==> config.mk <==
export PLATFORM = sky130hd
export DESIGN_NAME = icr_ram
export DESIGN_NICKNAME = d
export VERILOG_FILES = /design/src/rtl/core/interrupt_controller_regs_defines.svh /design/src/rtl/core/icr_ram.sv
export SDC_FILE = /design/constraint.sdc
export NUM_CORES = 2
export LEC_CHECK = 0
export CORE_ASPECT_RATIO = 1.4
export CORE_MARGIN = 2
export CORE_UTILIZATION = 45
export DETAILED_ROUTE_END_ITERATION = 10
export DONT_BUFFER_PORTS = 1
export GPL_ROUTABILITY_DRIVEN = 0
export PLACE_DENSITY = 0.61
export SLEW_MARGIN = 15
export SYNTH_ARGS = -nofsm -noshare
export SYNTH_HDL_FRONTEND = slang
export SYNTH_SLANG_ARGS = --single-unit
==> constraint.sdc <==
create_clock -name aclk -period 2.92 [get_ports aclk]
set_input_delay 0.438 -clock aclk [delete_from_list [all_inputs] [get_ports aclk]]
set_output_delay 0.438 -clock aclk [all_outputs]
set_load 0.02 [all_outputs]
==> src/rtl/core/interrupt_controller_regs_defines.svh <==
// Assertion macros shared by the interrupt controller register block.
`ifndef INTERRUPT_CONTROLLER_REGS_DEFINES_SVH
`define INTERRUPT_CONTROLLER_REGS_DEFINES_SVH

`ifndef ASSERT_OFF

// Check a property on every clock edge outside reset.
`define ICR_ASSERT(lbl, prop, msg) \
    lbl: assert property (@(posedge aclk) disable iff (!aresetn) prop) else $error(msg);

// Check a property on every clock edge, reset included.
`define ICR_ASSERT_ALWAYS(lbl, prop, msg) \
    lbl: assert property (@(posedge aclk) prop) else $error(msg);

`else

`define ICR_ASSERT(lbl, prop, msg)
`define ICR_ASSERT_ALWAYS(lbl, prop, msg)

`endif

`endif

==> src/rtl/core/icr_ram.sv <==
// Generic single-write, single-read RAM with registered read data.
`default_nettype none

module icr_ram #(
    parameter int unsigned WIDTH = 8,
    parameter int unsigned DEPTH = 256
) (
    input  wire logic                     aclk,
    input  wire logic                     we,
    input  wire logic [$clog2(DEPTH)-1:0] waddr,
    input  wire logic [WIDTH-1:0]         wdata,
    input  wire logic                     re,
    input  wire logic [$clog2(DEPTH)-1:0] raddr,
    output logic      [WIDTH-1:0]         rdata
);

    logic [WIDTH-1:0] mem_reg [DEPTH];
    logic [WIDTH-1:0] rdata_reg;

    always_ff @(posedge aclk) begin
        if (we) begin
            mem_reg[waddr] <= wdata;
        end
        if (re) begin
            rdata_reg <= mem_reg[raddr];
        end
    end

    assign rdata = rdata_reg;

endmodule

`default_nettype wire

==> flow_summary.toml <==
[global_route]
antenna_found_initial = 5
track_usage_pct = 21.8
grt_first_pass_wirelength_um = 283000
grt-ovfl-total = 0
grt_pass1_vias = 40100
grt_max_degree = 579

[yosys]
netlist_area_um2 = 79600
synth.ff_latch_count = 2056
ys_seq_area_share_pct = 77.5
syn_nets = 3760
synth_cell_types = 54
yosysMostFrequentCell = "edfxtp_1"
netlist_instances = 3733
synth_warnings = 0
synthTopCellsByArea = "edfxtp_1 78%, mux4_2 13%, mux2i_1 1.7%, nor2_1 1.3%, a22oi_1 1.3%"
avgSynthCellArea_um2 = 21.3
netlist_top_cells_count = "2056 x edfxtp_1, 454 x mux4_2, 282 x nor2_1"
synth-edff-count = 2056
netlist.top_cell.by_area = "edfxtp_1"
synth_top_cell_area_share_pct = 77.5
ys.flop_type = "edfxtp_1"
ys_async_sr_fraction_pct = 0

[floorplan]
fp.dieH_um = 502
design.portCount = 35
die_w_um = 360
initial_core_util_pct = 45.3
core_area_um2 = 176000
die_area_um2 = 180000
rows = 182

[place]
io_buffers = 0
dp.cells = 6194
dp_hpwl_um = 113000

[outcome]
status = "finished, violations left"
violations = "slew limit, setup timing"

[cells_and_area]
num-nets-final = 4124
fin_cells = 6547
nFillCells = 13800
drive_gt1_share_pct = 27.3
largest_register_ffs = 2048
syn2layout_area_growth_pct = 14.0

[worst_setup_path]
cpPeakStageDelay_ns = 1.58
r2r_setup_slack_ns = 0.05
slowest_stage = "mux4_2"
r2r_cells = 6
cp.arrival_ns = 5.20
cp_data_required_time_ns = 3.46
cp_max_fo = 578
cp-end-kind = "register"
cp-start-kind = "input pin"
critPathKind = "input pin to register"
crit_chain = "mux4_2 > nor2b_1 > a211oi_1 > nor3_1 > nor4_1 > nor4_2"

[clocking]
cts_made_buffers = 183
clockBufferDepth = 3
insertion_delay_ns = 0.83
post_cts_buffers = 0
cts_tree = "built"
cts_sinks = 2056
ctsHtreeMaxLevel = 4
cts_root_buf = "clkbuf_16"
clk_pin_slew_ns = 0.07

[power]
finalPower_mw = 59.6
combPwrFrac_pct = 4.3
clock_power_share_pct = 41.0
power.switching_mw = 12.1
p_sw_share_pct = 20.2
sequentialPowerShare_pct = 54.7
power.leakage_nw = 28.5
p_int_mw = 47.6
peakVddDrop_mv = 0.532
powerDensity_nw_per_um2 = 657

[route]
drt-vias-per-instance = 5.94
drc = 0
drt-pass1-iter-count = 5
postRouteAntennaNets = 0
drt_iter0_markers = 3937
drt-wirelength-per-cell_um = 30.3
route.vias.total = 38900
routed_wirelength_um = 198000

[worst_hold_path]
hold_class = "input pin to register"
hold_depth = 1

[sta]
max-slew-margin-rel_pct = -121
hold_slack_ns = 0.00788
tightest_slew_ns = 3.31
fin_crit_sh_pct = 160
setup_ws_ns = -1.74
rsz0062_at_grt = "no"
slew_viol_final = 276
hold_viol = 0
setup_viol = 8
period_needed_ns = 4.66
fmax_mhz = 215
fin_worst_skew_ns = 0.0246

[run]
drv_cap = 0
power by group through the flow:
stage          combinational, mW  sequential (mW)  clock, mW
3_5_place_dp                1.93             33.2          0
3_3_place_gp                1.92             33.2          0
6_report                    2.54             32.6       24.5
5_1_grt                     2.61             32.6       25.9
4_1_cts                     2.08             32.6       24.9
2_1_floorplan               1.58             33.2          0
repair_timing:
| action | 4_1_cts | 5_1_grt |
|---|---|---|
| endpoints found under the hold margin | 1863 | 786 |
| hold buffers | 5 | 13 |
| setup endpoints to repair | 2 | 0 |
| resized for setup | 2 | 0 |
layout make-up:
class | instances | area [um^2] | share of cell area, %
antenna | 2 | 5.00 | 0.00551
clock buffer | 221 | 4850 | 5.34
clock inverter | 112 | 1190 | 1.31
inverter | 2 | 7.51 | 0.00827
multi-input combinational | 1442 | 16500 | 18.2
sequential | 2056 | 61700 | 68.0
tap | 2300 | 2880 | 3.17
timing repair buffer | 412 | 3610 | 3.98
worst paths after layout:
path                                       from              end
worst max-delay path                   raddr[0]         rdata[0]
worst min-delay path                   wdata[3]  mem_reg[247][3]
worst max register to register  mem_reg[211][3]         rdata[3]
worst min register to register   mem_reg[32][5]         rdata[5]
cells by family (layout without fill, tap and decap cells):
| logic type | count (synthesis) | in the layout | synth area share (%) |
|---|---|---|---|
| compound gates | 385 | 385 | 3.42 |
| other cells | 0 | 2 | 0 |
| flops | 2056 | 2056 | 77.5 |
| mux | 591 | 591 | 14.6 |
| simple gates | 466 | 466 | 2.63 |
| buf+inv | 235 | 747 | 1.83 |
routing by layer:
layer	global-route usage, %	up-vias	wire (um)
li1	-	16400	-
met1	26.9	21000	75200
met2	38.2	1235	103000
met3	4.09	302	12200
met4	8.07	6	7720
met5	0	-	43
critical path: cells and delay by family:
family | cells | cell delay, ns
multiplexers | 1 | 1.58
AO/OA/AOI/OAI | 1 | 0.36
AND/OR/NAND/NOR | 4 | 1.31
placed cells by master (no fill, tap or decap), types with 6 or more instances in the layout:
master / n
o22ai_1: 28
o21ai_0: 10
mux4_2: 454
a211oi_1: 16
buf_12: 14
clkinvlp_4: 9
nor2_1: 279
nand4_1: 10
o211ai_1: 10
a22o_1: 8
nor4_1: 22
clkinv_1: 35
a221oi_1: 13
o221ai_1: 46
nand2b_1: 8
a22oi_1: 133
nor2b_1: 28
clkbuf_16: 189
nor3_1: 21
nand3_1: 31
clkinv_2: 36
bufinv_16: 23
nand2_1: 33
edfxtp_1: 2056
buf_4: 380
clkbuf_1: 32
a21oi_1: 96
and2_1: 6
mux2i_1: 134
buf_16: 17
through the flow:
step / setup slack, ns / setup TNS (ns) / area, um^2 / utilization (%)
after floorplan: 0.406 / 0 / 79600 / -
after global placement: -1.05 / -4.19 / 84300 / 47.9
after detailed placement: -1.04 / -4.07 / 84300 / 47.9
after CTS: 0.00141 / 0 / 90400 / 51.4
after global routing: 0.00614 / 0 / 90800 / 51.6
final: -1.74 / -10.96 / 90800 / 51.6
(Power assumes the default switching activity.)
