File: src/rtl/core/interrupt_controller_regs_defines.svh
// Assertion macros shared by the interrupt controller register block.
`ifndef INTERRUPT_CONTROLLER_REGS_DEFINES_SVH
`define INTERRUPT_CONTROLLER_REGS_DEFINES_SVH

`ifndef ASSERT_OFF

// Check a property on every clock edge outside reset.
`define ICR_ASSERT(lbl, prop, msg) \
    lbl: assert property (@(posedge aclk) disable iff (!aresetn) prop) else $error(msg);

// Check a property on every clock edge, reset included.
`define ICR_ASSERT_ALWAYS(lbl, prop, msg) \
    lbl: assert property (@(posedge aclk) prop) else $error(msg);

`else

`define ICR_ASSERT(lbl, prop, msg)
`define ICR_ASSERT_ALWAYS(lbl, prop, msg)

`endif

`endif

File: src/rtl/core/icr_pkg.sv
// Types and constants of the interrupt controller register block.
`default_nettype none

package icr_pkg;

    typedef enum logic [1:0] {
        OP_READ  = 2'd0,
        OP_WRITE = 2'd1,
        OP_LINE  = 2'd2
    } op_t;

    // Register group of the pending and mask word window, from addr[8:7].
    typedef enum logic [1:0] {
        GRP_CLEAR   = 2'b01,
        GRP_DISABLE = 2'b10,
        GRP_ENABLE  = 2'b11
    } grp_t;

    localparam int unsigned MAX_SRC   = 256;
    localparam int unsigned WORD_BITS = 32;
    localparam int unsigned WIDX_W    = 3;

    localparam logic [15:0] OFS_INFO    = 16'h0004;
    localparam logic [15:0] OFS_ACK     = 16'h2004;
    // addr[15:10] of the affinity window at 0x3000.
    localparam logic [5:0]  AFF_PAGE    = 6'h0C;
    // addr[15:9] of the clear/disable/enable window at 0x4080..0x41ff.
    localparam logic [6:0]  WORD_PAGE   = 7'h20;
    localparam logic [3:0]  ACK_TYPE_HW = 4'h1;

    typedef struct packed {
        logic              rd;
        logic              wr;
        logic              line;
        logic              info;
        logic              ack;
        logic              aff;
        logic              word;
        grp_t              grp;
        logic [WIDX_W-1:0] widx;
        logic              err;
    } dec_t;

endpackage

`default_nettype wire

File: src/rtl/core/icr_decode.sv
// Register offset decode for the interrupt controller register block.
`default_nettype none

module icr_decode import icr_pkg::*; #(
    parameter int unsigned NUM_SOURCES = 256
) (
    input  wire logic [1:0]  op,
    input  wire logic [15:0] addr,
    output dec_t             dec
);

    localparam int unsigned WORD_COUNT = (NUM_SOURCES + WORD_BITS - 1) / WORD_BITS;

    logic is_bus;
    logic aligned;
    logic hit_info;
    logic hit_ack;
    logic hit_aff;
    logic hit_word;

    always_comb begin
        is_bus   = (op == OP_READ) || (op == OP_WRITE);
        aligned  = (addr[1:0] == 2'b00);
        hit_info = (addr == OFS_INFO);
        hit_ack  = (addr == OFS_ACK);
        hit_aff  = aligned && (addr[15:10] == AFF_PAGE)
                   && ({1'b0, addr[9:2]} < 9'(NUM_SOURCES));
        hit_word = aligned && (addr[15:9] == WORD_PAGE) && (addr[8:7] != 2'b00)
                   && (addr[6:2] < 5'(WORD_COUNT));

        dec.rd   = (op == OP_READ);
        dec.wr   = (op == OP_WRITE);
        dec.line = (op == OP_LINE);
        dec.info = is_bus && hit_info;
        dec.ack  = is_bus && hit_ack;
        dec.aff  = is_bus && hit_aff;
        dec.word = is_bus && hit_word;
        dec.grp  = grp_t'(addr[8:7]);
        dec.widx = addr[4:2];
        dec.err  = is_bus && !(hit_info || hit_ack || hit_aff || hit_word);
    end

endmodule

`default_nettype wire

File: config.mk
export PLATFORM = sky130hd
export DESIGN_NAME = icr_decode
export DESIGN_NICKNAME = d
export VERILOG_FILES = /design/src/rtl/core/interrupt_controller_regs_defines.svh /design/src/rtl/core/icr_pkg.sv /design/src/rtl/core/icr_decode.sv
export SDC_FILE = /design/constraint.sdc
export NUM_CORES = 1
export LEC_CHECK = 0
export ABC_AREA = 1
export BUFFER_PORTS_ARGS = -buffer_cell sky130_fd_sc_hd__buf_2
export CAP_MARGIN = 20
export CORE_AREA = 8 8 45 47
export DETAILED_ROUTE_END_ITERATION = 10
export DIE_AREA = 0 0 53 55
export SLEW_MARGIN = 20
export SYNTH_ARGS = -nofsm -noshare
export SYNTH_HDL_FRONTEND = slang
export SYNTH_SLANG_ARGS = --single-unit
File: constraint.sdc
create_clock -name vclk -period 0.8
set_input_delay 0 -clock vclk [all_inputs]
set_output_delay 0 -clock vclk [all_outputs]
set_load 0.1 [all_outputs]
==> flow_summary.toml <==
[timing]
worst_slack_ps = -81.3
final_hold_viol_count = 0
fin_crit_ps = 881
rsz0062_at_grt = "true"
slew_headroom = 0.771
slew_violations = 0
setup_viol = 5
fin_crit_sh = 1.10
worstMarginPinSlew_ps = 343
fin_tns_setup_ps = -281
fmax_mhz = 1130

[grt]
grt_antenna_before_repair = 0
overflow = 0
grt_usage = 0.0862
grt_max_degree = 9
grt_pass1_wl_mm = 2.06
grt_pass1_vias = 504

[power]
ir_worst_vdd_uv = 350
seq_power_share = 0
p_comb_frac = 1.000
powerDensity_nw_per_um2 = 606
power.switching_mw = 0.322
p_leak_nw = 0.387
swShare = 0.612
p_int_mw = 0.204
clkPwrFrac = 0

[place]
place_hpwl_mm = 1.09
port_buffers = 31
post-place-cells = 115
place.gp.congestion = 0.873

[cells_and_area]
syn_to_final_growth_pct = 145
drive_above_1_share = 0.646
finalNetCount = 119
clkbuf_count = 0
regArea_sq_um = 0
stdcell_count = 115
seq_cell_count = 0
diodes = 0

[detailed_routing]
drt-vias-per-instance = 4.49
dr.first_iter.drc_count = 6
wl_mm = 1.24
wl_per_cell_um = 10.8
dr.pass1.iters = 3
via_count = 516
drc_errors = 0
ant_nets = 0

[clocking]
postCtsSetupBuffers = 0
postCtsHoldBufs = 0

[logic_synthesis]
yosysTopAreaCell = "nand2_1"
synth.net_count = 84
avgSynthCellArea_sq_um = 5.36
yosys_warnings = 0
synthCells = 66
synth_area_leaders = "nand2_1 18%, nor2_1 17%, nor2_4 16%"
syn_area_sq_um = 354
synthDistinctLibCells = 14
yosysSeqAreaShare = 0
synth_top_area_frac = 0.180

[die]
die_y_um = 55
design.core.area_sq_um = 1380
initial_core_util = 0.256
fp.dieW_um = 53
die-area_sq_um = 2920
num_io_pins = 31
rows = 14

[run_status]
failed_checks = "negative setup slack"
status = "complete, but fails checks"

[hold_path]
whs_path_depth = 3
min_to = "dec[10]"
hp-start = "op[0]"
hold_class = "in2out"

[worst_setup_path]
cp-end-kind = "output pin"
crit_fanout = 5
crit_arrival_ps = 880
start_kind = "input port"
crit_required_ps = 800
setup.worst_path.start = "addr[10]"
worstSetupPathType = "in2out"

[flow_run]
drv_cap = 0
==> stage by stage <==
stage	setup slack (ps)	utilization	hold slack (ps)	cell area (sq um)	total power, mW
detailed placement	-121	0.581	347	805	0.498
finish	-81.3	0.627	347	868	0.527
global placement	-93.1	0.581	348	805	0.493
floorplan	-358	-	96.0	419	0.294
CTS	-77.6	0.607	348	840	0.514
global route	-140	0.627	357	868	0.552
==> layout make-up <==
class,count,area [sq um]
tap,16,20.0
inverter,8,32.5
timing repair buffer,39,452
multi-input combinational,52,364
fill,120,515
==> timing repair <==
action / CTS / global route
resized for setup: 8 / 7
hold endpoints to repair: 0 / 0
pin swaps: 8 / 5
setup endpoints to repair: 5 / 5
==> power groups by stage <==
stage	clock [mW]	combinational (mW)	sequential, mW
5_1_grt	0	0.552	0
2_1_floorplan	0	0.294	0
6_report	0	0.527	0
3_3_place_gp	0	0.493	0
4_1_cts	0	0.514	0
3_5_place_dp	0	0.498	0
==> critical path: stages <==
cell	delay [ps]
buf_6	90
nor2_4	150
nand2_1	80
nor2_2	120
nor3b_4	230
buf_12	200
==> metal layers <==
metal  part of all wire  vias to the layer above  GRT usage
li1                   -                      264          -
met1               0.36                      226      0.103
met2               0.46                       26      0.146
met3               0.18                        0     0.0401
met4                  0                        0          0
met5                  0                        -          0
==> synth_stat cells (all sizes together) <==
library cell,number
nand3,1
inv,7
nor3,2
buf,6
clkinv,1
nand2,19
nand4,3
nor2,25
nor3b,2
==> worst max-delay path by stage <==
| stage | endpoint | slack [ps] | cells past startpoint |
|---|---|---|---|
| 6_report | dec[6] | -80 | 6 |
| 5_1_grt | dec[9] | -140 | 6 |
| 4_1_cts | dec[6] | -80 | 6 |
| 3_5_place_dp | dec[6] | -120 | 6 |
| 3_3_place_gp | dec[6] | -90 | 6 |
| 2_1_floorplan | dec[6] | -360 | 4 |
==> cells in the final DEF, fill, tap and decap left out <==
| cell | count |
|---|---|
| nand2_1 | 15 |
| inv_1 | 6 |
| inv_4 | 1 |
| nand2_2 | 4 |
| buf_4 | 7 |
| nor2_1 | 9 |
| nor3b_4 | 2 |
| nor2_4 | 11 |
| nor2_2 | 5 |
| nand4_1 | 3 |
| buf_12 | 13 |
| buf_2 | 12 |
| buf_6 | 7 |
| nand3_1 | 1 |
| nor3_4 | 2 |
| clkinv_1 | 1 |
==> logic make-up after synthesis <==
| logic type | after synthesis | synth area share |
|---|---|---|
| AND/OR/NAND/NOR | 52 | 0.795 |
| buffers and inverters | 14 | 0.205 |
Note: power is estimated with default switching activity, not from simulation.
