<file path="src/rtl/core/interrupt_controller_regs_defines.svh">
// Assertion macros shared by the interrupt controller register block.
`ifndef INTERRUPT_CONTROLLER_REGS_DEFINES_SVH
`define INTERRUPT_CONTROLLER_REGS_DEFINES_SVH

`ifndef ASSERT_OFF

// Check a property on every clock edge outside reset.
`define ICR_ASSERT(lbl, prop, msg) \
    lbl: assert property (@(posedge aclk) disable iff (!aresetn) prop) else $error(msg);

// Check a property on every clock edge, reset included.
`define ICR_ASSERT_ALWAYS(lbl, prop, msg) \
    lbl: assert property (@(posedge aclk) prop) else $error(msg);

`else

`define ICR_ASSERT(lbl, prop, msg)
`define ICR_ASSERT_ALWAYS(lbl, prop, msg)

`endif

`endif

</file>
<file path="src/rtl/core/icr_pkg.sv">
// Types and constants of the interrupt controller register block.
`default_nettype none

package icr_pkg;

    typedef enum logic [1:0] {
        OP_READ  = 2'd0,
        OP_WRITE = 2'd1,
        OP_LINE  = 2'd2
    } op_t;

    // Register group of the pending and mask word window, from addr[8:7].
    typedef enum logic [1:0] {
        GRP_CLEAR   = 2'b01,
        GRP_DISABLE = 2'b10,
        GRP_ENABLE  = 2'b11
    } grp_t;

    localparam int unsigned MAX_SRC   = 256;
    localparam int unsigned WORD_BITS = 32;
    localparam int unsigned WIDX_W    = 3;

    localparam logic [15:0] OFS_INFO    = 16'h0004;
    localparam logic [15:0] OFS_ACK     = 16'h2004;
    // addr[15:10] of the affinity window at 0x3000.
    localparam logic [5:0]  AFF_PAGE    = 6'h0C;
    // addr[15:9] of the clear/disable/enable window at 0x4080..0x41ff.
    localparam logic [6:0]  WORD_PAGE   = 7'h20;
    localparam logic [3:0]  ACK_TYPE_HW = 4'h1;

    typedef struct packed {
        logic              rd;
        logic              wr;
        logic              line;
        logic              info;
        logic              ack;
        logic              aff;
        logic              word;
        grp_t              grp;
        logic [WIDX_W-1:0] widx;
        logic              err;
    } dec_t;

endpackage

`default_nettype wire

</file>
<file path="src/rtl/core/icr_prio.sv">
// Lowest-index priority encoder over the ready sources.
`default_nettype none

module icr_prio import icr_pkg::*; #(
    parameter int unsigned NUM_SOURCES = 256
) (
    input  wire logic [NUM_SOURCES-1:0] ready_vec,
    output logic                        found,
    output logic [7:0]                  idx
);

    localparam int unsigned WORD_COUNT = (NUM_SOURCES + WORD_BITS - 1) / WORD_BITS;

    logic [MAX_SRC-1:0]      ready_pad;
    logic [WORD_COUNT-1:0]   word_any;
    logic [WIDX_W-1:0]       sel_word;
    logic [WORD_BITS-1:0]    word_bits;
    logic [WORD_BITS-1:0]    low_bit;
    logic [4:0]              bit_pos;

    always_comb begin
        ready_pad = MAX_SRC'(ready_vec);
        for (int w = 0; w < WORD_COUNT; w++) begin
            word_any[w] = |ready_pad[w*WORD_BITS +: WORD_BITS];
        end

        // Scan words from the top down so the lowest busy word wins.
        sel_word = '0;
        for (int w = WORD_COUNT - 1; w >= 0; w--) begin
            if (word_any[w]) begin
                sel_word = WIDX_W'(w);
            end
        end

        word_bits = ready_pad[sel_word*WORD_BITS +: WORD_BITS];
        low_bit   = word_bits & (~word_bits + 32'd1);

        bit_pos = '0;
        for (int b = 0; b < WORD_BITS; b++) begin
            if (low_bit[b]) begin
                bit_pos = bit_pos | 5'(b);
            end
        end

        found = |word_any;
        idx   = {sel_word, bit_pos};
    end

endmodule

`default_nettype wire

</file>
<file path="config.mk">
export PLATFORM = sky130hd
export DESIGN_NAME = icr_prio
export DESIGN_NICKNAME = d
export VERILOG_FILES = /design/src/rtl/core/interrupt_controller_regs_defines.svh /design/src/rtl/core/icr_pkg.sv /design/src/rtl/core/icr_prio.sv
export SDC_FILE = /design/constraint.sdc
export NUM_CORES = 1
export LEC_CHECK = 0
export ABC_CLOCK_PERIOD_IN_PS = 12250
export BUFFER_PORTS_ARGS = -buffer_cell sky130_fd_sc_hd__buf_4
export CORE_AREA = 2 2 98 148
export DETAILED_ROUTE_END_ITERATION = 10
export DIE_AREA = 0 0 100 150
export GPL_TIMING_DRIVEN = 0
export PLACE_DENSITY_LB_ADDON = 0.25
export SYNTH_ARGS = -nofsm -noshare
export SYNTH_HDL_FRONTEND = slang
export SYNTH_SLANG_ARGS = --single-unit
</file>
<file path="constraint.sdc">
create_clock -name vclk -period 12.25
set_input_delay 2.45 -clock vclk [all_inputs]
set_output_delay 2.45 -clock vclk [all_outputs]
set_load 0.05 [all_outputs]
</file>
==> results.json <==
{
  "initial_utilization_pct": 24.45,
  "die_h_um": 150,
  "coreArea_um2": 13790,
  "avgSynthCellArea_um2": 6.826,
  "dpl-instance-area_um2": 5568,
  "ys_seq_area_share_pct": 0,
  "switchingPower_mw": 0.05787,
  "max_stage_delay_ps": 620,
  "rsz0062_at_grt": "false",
  "nFillCells": 1495,
  "gr-total-overflow": 0,
  "ios": 265,
  "place_congestion": 1.076,
  "antenna_found_initial": 0,
  "fp-row-count": 53,
  "yosys.area.top_type_share_pct": 11.50,
  "max_freq_mhz": 102.2,
  "finalHoldViolCount": 0,
  "nFlopsAndLatches": 0,
  "maxSlewHeadroom_pct": 25.07,
  "setup_violations": 0,
  "drt_wl_total_um": 28190,
  "yosys.area.top_type": "nor4_1",
  "worstSetupPathType": "in -> out",
  "yosys_warnings": 0,
  "routedWlPerCell_um": 30.51,
  "antenna_left": 0,
  "vias": 6065,
  "tns_ps": 0,
  "cts-resized-gates": 0,
  "required_ps": 9800,
  "worstPathMaxFanout": 10,
  "irDropWorstVdd_v": 0.00001188,
  "crit_buf_inv": 5,
  "worstPathCellList": "buf_4 > nor4_1 > nand4_2 > or4_4 > buf_6 > nor3_4 > nand2_4 > inv_2 > buf_6 > o2111ai_1 > a22oi_1 > nand3_1 > nor2_2 > nand3_1 > o32a_1 > nand4b_1 > buf_4",
  "hpwl_um": 24200,
  "cp-startpoint": "ready_vec[104]",
  "final_max_slew_viol_count": 0,
  "drt-initial-drc-count": 526,
  "synth_nets": 750,
  "worstHoldPathType": "in -> out",
  "p_clk_share_pct": 0,
  "startpoint_type": "input port",
  "cp-end-kind": "output pin",
  "grt_pass1_wl_um": 39450,
  "dp_slack_ps": 2594,
  "dr.pass1.iters": 5,
  "maxCapViolations": 0,
  "grt_pass1_vias": 6201,
  "antenna_cells": 0,
  "multi_input_area_um2": 3128,
  "hold_buffers": 0,
  "area_growth_syn_to_layout_pct": 65.12,
  "n_clock_buffer": 0,
  "power_frac_seq_pct": 0,
  "tightest_slew_ps": 1121,
  "cellPowerDensity_nw_per_um2": 22.58,
  "die_area_um2": 15000,
  "cpMaxStageDelayCell": "nor4_1",
  "min_period_over_period_pct": 79.85,
  "fin_nets": 1017,
  "setup_slack_ps": 2468,
  "holdWs_ps": 5660,
  "grt.total_usage_pct": 35.51,
  "power_leakage_nw": 2.209,
  "cp_data_arrival_time_ps": 7330,
  "drive_gt1_share_pct": 43.35,
  "netlist_area_um2": 3372,
  "vias_per_cell": 6.564,
  "grt_max_degree": 11,
  "fin_area_um2": 5568,
  "combPwrFrac_pct": 100.0,
  "ys_types": 79,
  "io_buffer_count": 265,
  "ys_top_cells_by_area": "nor4_1, a21oi_1, nand2_1",
  "status": "completed",
  "p_sw_share_pct": 46.02,
  "p_int_mw": 0.06787,
  "fin_crit_ps": 9782,
  "die_width_um": 100,
  "drc": 0,
  "synth_cells": 494,
  "critical-path-top-delay-family": "simple AND/OR/NAND/NOR gates",
  "ff_latch_area_um2": 0,
  "hp-start": "ready_vec[108]",
  "post_cts_buffers": 0
}
[final cells by class]
cell class | count | area share [%]
Buffer | 34 | 3.708
Inverter | 10 | 0.6742
Multi-Input combinational cell | 450 | 56.18
Tap cell | 165 | 3.708
Timing Repair Buffer | 265 | 35.73
[cell usage in the layout (no fill, tap or decap), types with 12 or more instances in the layout]
master | synthesis | layout
a211oi_1 | 22 | 22
a21oi_1 | 49 | 49
buf_4 | 6 | 271
clkbuf_1 | 12 | 12
mux2i_1 | 13 | 13
nand2_1 | 49 | 49
nand3_1 | 17 | 17
nand4_1 | 18 | 18
nor2_1 | 21 | 21
nor4_1 | 62 | 62
o211ai_1 | 14 | 14
o21ai_0 | 15 | 15
[through the flow]
stage                     util (%)  total power, mW  cells
after floorplan                  -          0.02728    494
after global placement       40.37           0.1229    924
after detailed placement     40.37           0.1224    924
after CTS                    40.37           0.1228    924
after global routing         40.37           0.1306    924
final                        40.37           0.1257    924
[power groups by stage]
stage	combinational, mW	sequential, mW	clock, mW
after global placement	0.123	0	0
after detailed placement	0.122	0	0
final	0.126	0	0
after global routing	0.131	0	0
after floorplan	0.0273	0	0
after CTS	0.123	0	0
[cell families (layout without fill, tap and decap cells)]
| logic type | Yosys count | count (layout) | share of synthesized area, % |
|---|---|---|---|
| AOI/OAI and AO/OA | 207 | 207 | 47.31 |
| buffers and inverters | 44 | 309 | 7.235 |
| muxes | 17 | 17 | 5.195 |
| and+or+nand+nor | 226 | 226 | 40.26 |
[final timing paths]
| path | to | slack (ps) | cells past startpoint |
|---|---|---|---|
| setup / recovery | idx[1] | 2470 | 17 |
| hold / removal | idx[1] | 5660 | 6 |
[worst min-delay path, delay by kind of cell]
kind	cells	cell delay, ps
AND/OR/NAND/NOR	3	300
buffers and inverters	2	300
AO/OA/AOI/OAI	1	160
[layer usage]
metal / track usage, % / vias to the layer above / wire [um]
met5: 0 / - / 0
met4: 19.18 / 0 / 1873
met3: 4.858 / 101 / 2083
met2: 63.89 / 453 / 14270
met1: 39.90 / 2855 / 9965
li1: - / 2656 / -
[synth_stat cells, drive strengths merged, types with 4 or more instances]
library cell and instances:
nor4 70, nand2 52, a21oi 49, nor2 23
a211oi 22, buf 22, nand4 21, o21ai 21
nand3 19, o211ai 15, mux2i 13, clkbuf 12
a32oi 11, inv 10, o2111ai 8, a31oi 7
nor3 7, or3 7, a2111oi 6, and2 6
o32a 6, a221oi 5, o22a 5, o31ai 5
a211o 4, a221o 4, a22oi 4, a311o 4
mux2 4, o211a 4, or4 4
(Power assumes the default switching activity.)
